### src/design/asseg_pkg.sv
// Shared types, constants and the segment font for the ASCII to seven-segment stream encoder.
// Used by asseg_ctrl, asseg_dp and ascii_to_seven_segment_stream; depends on nothing else.
`timescale 1ns / 1ps

package asseg_pkg;

	localparam int DIGITS_DEF = 6;
	localparam int CNT_W = 6;

	localparam logic [7:0] SG_A = 8'h01;
	localparam logic [7:0] SG_B = 8'h02;
	localparam logic [7:0] SG_C = 8'h04;
	localparam logic [7:0] SG_D = 8'h08;
	localparam logic [7:0] SG_E = 8'h10;
	localparam logic [7:0] SG_F = 8'h20;
	localparam logic [7:0] SG_G = 8'h40;
	localparam logic [7:0] SG_DP = 8'h80;
	localparam logic [7:0] SEG_BLANK = 8'h00;

	localparam logic [7:0] DOT_CODE = 8'h2E;
	localparam logic [7:0] SPACE_CODE = 8'd32;
	localparam logic [7:0] MINUS_CODE = 8'd45;
	localparam logic [7:0] COLON_CODE = 8'd58;

	typedef enum logic [2:0] {
		ST_IDLE  = 3'b001,
		ST_PROC  = 3'b010,
		ST_FINAL = 3'b100
	} state_t;

	// Commands from the controller to the datapath.
	typedef struct packed {
		logic load;   // capture the input request
		logic step;   // process a non-final request
		logic setup;  // prepare the byte sequence of a final request
		logic emit;   // emit the next byte of the final sequence
	} cmd_t;

	// Status from the datapath to the controller.
	typedef struct packed {
		logic item_final;
		logic out_free;
		logic last_byte;
	} sts_t;

	function automatic logic [7:0] font(input logic [7:0] ch);
		logic [7:0] seg;
		case (ch)
			SPACE_CODE: seg = SEG_BLANK;
			MINUS_CODE: seg = SG_G;
			8'd48:      seg = SG_A | SG_B | SG_C | SG_D | SG_E | SG_F;
			8'd49:      seg = SG_B | SG_C;
			8'd50:      seg = SG_A | SG_B | SG_G | SG_D | SG_E;
			8'd51:      seg = SG_A | SG_B | SG_C | SG_D | SG_G;
			8'd52:      seg = SG_F | SG_G | SG_B | SG_C;
			8'd53:      seg = SG_A | SG_F | SG_C | SG_D | SG_G;
			8'd54:      seg = SG_A | SG_F | SG_C | SG_D | SG_G | SG_E;
			8'd55:      seg = SG_A | SG_B | SG_C;
			8'd56:      seg = SG_A | SG_B | SG_C | SG_D | SG_E | SG_F | SG_G;
			8'd57:      seg = SG_A | SG_B | SG_C | SG_D | SG_F | SG_G;
			COLON_CODE: seg = SG_DP;
			8'd69:      seg = SG_A | SG_D | SG_E | SG_F | SG_G;
			8'd83:      seg = SG_A | SG_C | SG_D | SG_F | SG_G;
			8'd99:      seg = SG_D | SG_E | SG_G;
			8'd100:     seg = SG_B | SG_C | SG_D | SG_E | SG_G;
			8'd114:     seg = SG_E | SG_G;
			8'd117:     seg = SG_C | SG_D | SG_E;
			default:    seg = SEG_BLANK;
		endcase
		return seg;
	endfunction

endpackage

### src/design/asseg_ctrl.sv
// Controller state machine of the seven-segment stream encoder.
// Depends on asseg_pkg; drives the datapath asseg_dp through cmd_t and reads sts_t.
`timescale 1ns / 1ps

module asseg_ctrl (
	input  logic             clk,
	input  logic             arst_n,
	input  logic             in_valid,
	output logic             in_ready,
	input  asseg_pkg::sts_t  sts,
	output asseg_pkg::cmd_t  cmd
);

	asseg_pkg::state_t state_q;
	asseg_pkg::state_t state_d;

	always_comb begin
		state_d = state_q;
		cmd = '0;
		in_ready = 1'b0;
		case (state_q)
			asseg_pkg::ST_IDLE: begin
				in_ready = 1'b1;
				if (in_valid) begin
					cmd.load = 1'b1;
					state_d = asseg_pkg::ST_PROC;
				end
			end
			asseg_pkg::ST_PROC: begin
				if (sts.item_final) begin
					cmd.setup = 1'b1;
					state_d = asseg_pkg::ST_FINAL;
				end else if (sts.out_free) begin
					cmd.step = 1'b1;
					state_d = asseg_pkg::ST_IDLE;
				end
			end
			asseg_pkg::ST_FINAL: begin
				if (sts.out_free) begin
					cmd.emit = 1'b1;
					if (sts.last_byte) begin
						state_d = asseg_pkg::ST_IDLE;
					end
				end
			end
			default: begin
				state_d = asseg_pkg::ST_IDLE;
			end
		endcase
	end

	always_ff @(posedge clk or negedge arst_n) begin
		if (!arst_n) begin
			state_q <= asseg_pkg::ST_IDLE;
		end else begin
			state_q <= state_d;
		end
	end

endmodule

### src/design/asseg_dp.sv
// Datapath of the seven-segment stream encoder: request register, held character,
// byte counter and output register. Depends on asseg_pkg; commanded by asseg_ctrl.
`timescale 1ns / 1ps

module asseg_dp #(
	parameter int DIGITS = asseg_pkg::DIGITS_DEF
) (
	input  logic             clk,
	input  logic             arst_n,
	input  logic [7:0]       character,
	input  logic             no_character,
	input  logic             final_req,
	output logic [7:0]       segments,
	output logic             latch,
	output logic             out_valid,
	input  logic             out_ready,
	input  asseg_pkg::cmd_t  cmd,
	output asseg_pkg::sts_t  sts
);

	localparam logic [asseg_pkg::CNT_W-1:0] DIG_CNT = asseg_pkg::CNT_W'(DIGITS);

	logic [7:0] char_q;
	logic       none_q;
	logic       final_q;
	logic [7:0] held_char_q;
	logic       held_valid_q;
	logic [asseg_pkg::CNT_W-1:0] count_q;
	logic       flush_pend_q;
	logic       char_pend_q;
	logic [7:0] seg_q;
	logic       latch_q;
	logic       out_valid_q;

	logic       item_dot;
	logic       flush_emit;
	logic [7:0] flush_seg;
	logic [asseg_pkg::CNT_W-1:0] count_inc;
	logic       last_byte;
	logic [7:0] final_seg;
	logic       load_out;

	assign item_dot = !none_q && (char_q == asseg_pkg::DOT_CODE);
	// A held dot is dropped unless the next character is a dot as well.
	assign flush_emit = held_valid_q && (item_dot || held_char_q != asseg_pkg::DOT_CODE);
	assign flush_seg = asseg_pkg::font(held_char_q) | (item_dot ? asseg_pkg::SG_DP : 8'h00);
	assign count_inc = (count_q >= DIG_CNT) ? count_q : count_q + 1'b1;
	assign last_byte = !(flush_pend_q && char_pend_q) && (count_inc >= DIG_CNT);
	assign final_seg = flush_pend_q ? flush_seg :
		(char_pend_q ? asseg_pkg::font(char_q) : asseg_pkg::SEG_BLANK);
	assign load_out = cmd.emit || (cmd.step && !none_q && flush_emit);

	always_ff @(posedge clk) begin
		if (cmd.load) begin
			char_q <= character;
			none_q <= no_character;
			final_q <= final_req;
		end
		if (cmd.emit) begin
			seg_q <= final_seg;
			latch_q <= last_byte;
		end else if (load_out) begin
			seg_q <= flush_seg;
			latch_q <= 1'b0;
		end
	end

	always_ff @(posedge clk or negedge arst_n) begin
		if (!arst_n) begin
			held_char_q <= '0;
			held_valid_q <= 1'b0;
			count_q <= '0;
			flush_pend_q <= 1'b0;
			char_pend_q <= 1'b0;
			out_valid_q <= 1'b0;
		end else begin
			if (load_out) begin
				out_valid_q <= 1'b1;
			end else if (out_ready) begin
				out_valid_q <= 1'b0;
			end
			if (cmd.step && !none_q) begin
				if (flush_emit) begin
					count_q <= count_inc;
				end
				held_char_q <= char_q;
				held_valid_q <= 1'b1;
			end
			if (cmd.setup) begin
				flush_pend_q <= flush_emit;
				char_pend_q <= !none_q && (char_q != asseg_pkg::DOT_CODE);
				held_valid_q <= 1'b0;
			end
			if (cmd.emit) begin
				if (flush_pend_q) begin
					flush_pend_q <= 1'b0;
				end else begin
					char_pend_q <= 1'b0;
				end
				if (last_byte) begin
					count_q <= '0;
					held_char_q <= '0;
				end else begin
					count_q <= count_inc;
				end
			end
		end
	end

	assign segments = seg_q;
	assign latch = latch_q;
	assign out_valid = out_valid_q;
	assign sts.item_final = final_q;
	assign sts.out_free = !out_valid_q || out_ready;
	assign sts.last_byte = last_byte;

endmodule

### src/design/ascii_to_seven_segment_stream.sv
// ASCII to seven-segment stream encoder, top level. Depends on asseg_pkg, asseg_ctrl, asseg_dp.
// A non-final request is captured, then puts at most one byte into the free output register.
// A final request is captured and set up, then emits its bytes one by one (flush, character,
// padding up to DIGITS) through the single-byte output register; output stalls hold it.
// A non-final byte is valid after capture and step; the first final byte after setup and emit.
// Reset clears the held character, the byte counter and the output valid flag.
`timescale 1ns / 1ps

module ascii_to_seven_segment_stream #(
	parameter int DIGITS = asseg_pkg::DIGITS_DEF
) (
	input  logic       clk,
	input  logic       arst_n,
	input  logic       in_valid,
	output logic       in_ready,
	input  logic [7:0] character,
	input  logic       no_character,
	input  logic       final_req,
	output logic       out_valid,
	input  logic       out_ready,
	output logic [7:0] segments,
	output logic       latch
);

	asseg_pkg::cmd_t cmd;
	asseg_pkg::sts_t sts;

	asseg_ctrl u_ctrl (
		.clk      (clk),
		.arst_n   (arst_n),
		.in_valid (in_valid),
		.in_ready (in_ready),
		.sts      (sts),
		.cmd      (cmd)
	);

	asseg_dp #(
		.DIGITS (DIGITS)
	) u_dp (
		.clk          (clk),
		.arst_n       (arst_n),
		.character    (character),
		.no_character (no_character),
		.final_req    (final_req),
		.segments     (segments),
		.latch        (latch),
		.out_valid    (out_valid),
		.out_ready    (out_ready),
		.cmd          (cmd),
		.sts          (sts)
	);

	// Only one datapath command is issued per cycle.
	a_cmd_onehot: assert property (@(posedge clk) disable iff (!arst_n)
		$onehot0({cmd.load, cmd.step, cmd.setup, cmd.emit}))
		else $error("more than one datapath command in a cycle");

	// A byte is never written over one that is still waiting to be taken.
	a_no_overwrite: assert property (@(posedge clk) disable iff (!arst_n)
		(cmd.emit || cmd.step) |-> (!out_valid || out_ready))
		else $error("output byte overwritten");

	// A latched byte ends the string, so the block is ready for a new request next.
	a_latch_ends: assert property (@(posedge clk) disable iff (!arst_n)
		(cmd.emit && sts.last_byte) |=> (in_ready && out_valid && latch))
		else $error("latch byte did not end the string");

endmodule
### config.mk
export PLATFORM = sky130hd
export DESIGN_NAME = ascii_to_seven_segment_stream
export DESIGN_NICKNAME = d
export VERILOG_FILES = /design/src/design/asseg_pkg.sv /design/src/design/asseg_ctrl.sv /design/src/design/asseg_dp.sv /design/src/design/ascii_to_seven_segment_stream.sv
export SDC_FILE = /design/constraint.sdc
export NUM_CORES = 1
export LEC_CHECK = 0
export BUFFER_PORTS_ARGS = -buffer_cell sky130_fd_sc_hd__buf_4
export CORE_ASPECT_RATIO = 0.6
export CORE_UTILIZATION = 54
export CTS_BUF_LIST = sky130_fd_sc_hd__clkbuf_16
export DETAILED_ROUTE_END_ITERATION = 12
export PLACE_DENSITY = 0.77
export SYNTH_ARGS = -nofsm -noshare
export SYNTH_HDL_FRONTEND = slang
export SYNTH_SLANG_ARGS = --single-unit
### constraint.sdc
create_clock -name clk -period 2.4 [get_ports clk]
set_clock_uncertainty 0.2 [all_clocks]
set_input_delay 0.48 -clock clk [delete_from_list [all_inputs] [get_ports clk]]
set_output_delay 0.48 -clock clk [all_outputs]
set_load 0.1 [all_outputs]
==> reports/results.ini <==
[critical_path]
critical_path_buf_inv_count = 1
slowest_stage = edfxtp_1
crit_arrival_ps = 2210
r2r_cells = 7
rrSetupSlack_ps = 30
crit_family = compound AO/OA/AOI/OAI gates
cp_max_fo = 7
worstPathRequired_ps = 2240
startpoint_type = flip-flop
r2r_start = u_dp.char_q[3]
max_stage_delay_ps = 450
path_class = reg2reg
cp-end-kind = flip-flop
path_cells = buf_4 -> nor4bb_1 -> nand2_1 -> o22ai_1 -> a211o_1 -> o311a_4 -> a22o_1
reg2reg_to = u_dp.segments[4]

[synthesis]
ys_seq_area_share_pct = 41.0
synth-async-reset-ratio_pct = 52.5
synthesis.area_um2 = 2670
ys_warn_count = 0
synth_top_area_cell = edfxtp_1
synth_top_cell_area_share_pct = 21.3
syn_nets = 300
avgSynthCellArea_um2 = 9.41
synth_edf_count = 19
ys_ff_latch = 40
ys_types = 69
synth_area_leaders = edfxtp_1, dfrtp_1, nor2_1
synth_top_flop_cell = dfrtp_1
syn_inst = 284

[cells_and_area]
mostFrequentLayoutCell = buf_4
final_cells = 400
final_cell_mix = buf_4, nor2_1, nand2_1, dfrtp_1, edfxtp_1
nNetsFinal = 352
area_delta_synth_final_pct = 26.8
stdcell_area_um2 = 3390
utilization_pct = 72.8
drive_gt1_share_pct = 30.0
n_antenna_cell = 0

[pwr]
power_density_nw_per_um2 = 1020
intPower_mw = 2.00
p_seq_share_pct = 34.4
ir_drop_v = 0.000603
pwr-share-clk_pct = 18.9
switchingPower_mw = 1.46
swShare_pct = 42.3
pwr-share-comb_pct = 46.7
p_total_mw = 3.46
power_leakage_nw = 1.41

[worst_hold_path]
min_path_type = in2reg
whs_path_depth = 2
hold_start = in_valid
whs_endpoint = u_ctrl.state_q[0]

[timing]
finalSetupTns_ps = 0
clock.fmax_mhz = 421
finalCritPeriodShare_pct = 98.9
min_period_ps = 2370
worstMarginPinSlew_ps = 534
whs_ps = 163
relSlewSlack_pct = 63.9
finalSetupViolations = 0
hold_viol = 0
drv_slew = 0
fin_ws_ps = 26.3

[floorplanning]
die_h_um = 56.5
start_util_pct = 57.4
rows = 19
fp.dieW_um = 92.8
die-area_um2 = 5250
coreArea_um2 = 4660
io_pins = 25

[global_routing]
grt_first_pass_wirelength_um = 11500
grt_max_degree = 22
grt_use_total_pct = 28.8
antenna_found_initial = 0
grt_pass1_vias = 2280
gr-total-overflow = 0

[job]
cap_violations = 0

[routing]
routed_wl_um = 7220
vias_per_cell = 6.22
wire_per_inst_um = 18.1
dr_total_vias = 2486
dr.pass1.iters = 6
drc = 0
ant_nets = 0
drt_iter0_markers = 193

[placed_design]
hpwl_um = 4900
place_area_um2 = 3080
place_congestion = 0.947
io_buffers = 24
dp_cells = 379
dp_worst_setup_slack_ps = -49.0

[clock_network]
clockBufferDepth = 2
cts-buffers-inserted = 5
clock_latency_ps = 280
clockRootBuffer = clkbuf_16
clock_sinks = 40
clk_pin_slew_ps = 60
cts_tree = done
htree_levels = 2

[status]
outcome = completed

## routing by layer
metal,share of wire [%],GRT usage [%],up-vias,wire [µm]
met3,9.6,6.91,14,692
met1,45,43.6,1178,3280
met2,44,41.3,139,3140
li1,-,-,1155,-
met5,0,0,-,0
met4,1.5,7.03,0,105
## cell usage after synthesis, types with 2 or more instances
library cell and number:
a211o_1 2, a211oi_1 2, a21o_1 4, a21oi_1 17, a22o_1 6, a31oi_1 2
and2_1 4, and3b_1 2, buf_2 9, clkbuf_1 8, clkbuf_2 2, dfrtp_1 20
edfxtp_1 19, ha_1 2, inv_1 6, mux2i_1 9, nand2_1 19, nand2b_1 11
nand3_1 9, nand3b_1 7, nand4_1 3, nor2_1 28, nor2b_1 8, nor3_1 6
nor3b_1 2, nor4_1 2, nor4b_1 2, o211ai_1 2, o21ai_0 11, o21ai_1 2
o22ai_1 5, o31ai_1 2, o32a_1 2, or2_2 5, or3_1 4, or4b_1 2
xnor2_1 6
## worst reg2reg max path: stages, from the launching register on
cell      delay (ps)
edfxtp_1         450
buf_4            180
nor4bb_1         150
nand2_1           80
o22ai_1           90
a211o_1          340
o311a_4          420
a22o_1           210
## power groups by stage
stage | sequential (mW) | combinational, mW | clock [mW]
floorplan | 1.14 | 1.08 | 0
global route | 1.22 | 1.75 | 0.683
finish | 1.19 | 1.62 | 0.653
CTS | 1.19 | 1.46 | 0.650
global placement | 1.19 | 1.41 | 0
detailed placement | 1.20 | 1.44 | 0
## worst max-delay path by stage
stage	start	end	slack [ps]	cells after the start
global placement	u_dp.held_char_q[2]	u_dp.segments[2]	10	6
floorplan	u_dp.out_valid	u_dp.latch	40	6
detailed placement	u_dp.held_char_q[2]	u_dp.segments[4]	-50	6
global route	u_dp.char_q[2]	u_dp.segments[3]	-20	7
finish	u_dp.char_q[3]	u_dp.segments[4]	30	7
CTS	u_dp.char_q[1]	u_dp.segments[4]	10	6
## state kept, by name (all words and copies together), names as in the netlist, 3 cells and up
| signal | flops |
|---|---|
| u_dp.char_q | 8 |
| u_dp.held_char_q | 8 |
| u_dp.segments | 8 |
| u_dp.count_q | 6 |
| u_ctrl.state_q | 3 |
## cell families (layout without fill, tap and decap cells)
logic type | after synthesis | in the layout | synth area share, %
fa+ha+maj | 2 | 2 | 0.936
flops | 40 | 40 | 41.0
simple gates | 129 | 129 | 29.1
xor+xnor | 7 | 7 | 2.29
buf+inv | 27 | 80 | 4.96
mux | 9 | 9 | 3.37
compound gates | 70 | 70 | 18.3
## repair_timing
| action | 4_1_cts | 5_1_grt |
|---|---|---|
| buffers inserted | 0 | 12 |
| setup endpoints to repair | 6 | 8 |
| endpoints found under the hold margin | 20 | 0 |
| resized for setup | 3 | 8 |
| hold buffers | 1 | 0 |
| cloned | 0 | 0 |
| pin swaps | 0 | 0 |
## cell type report
class / instances / area [µm²]
sequential: 40 / 1100
fill: 327 / 1270
multi-input combinational: 217 / 1520
timing repair buffer: 66 / 523
clock buffer: 5 / 125
inverter: 6 / 22.5
tap: 63 / 78.8
clock inverter: 3 / 18.8
No activity file was read; power rests on OpenSTA's default activity.
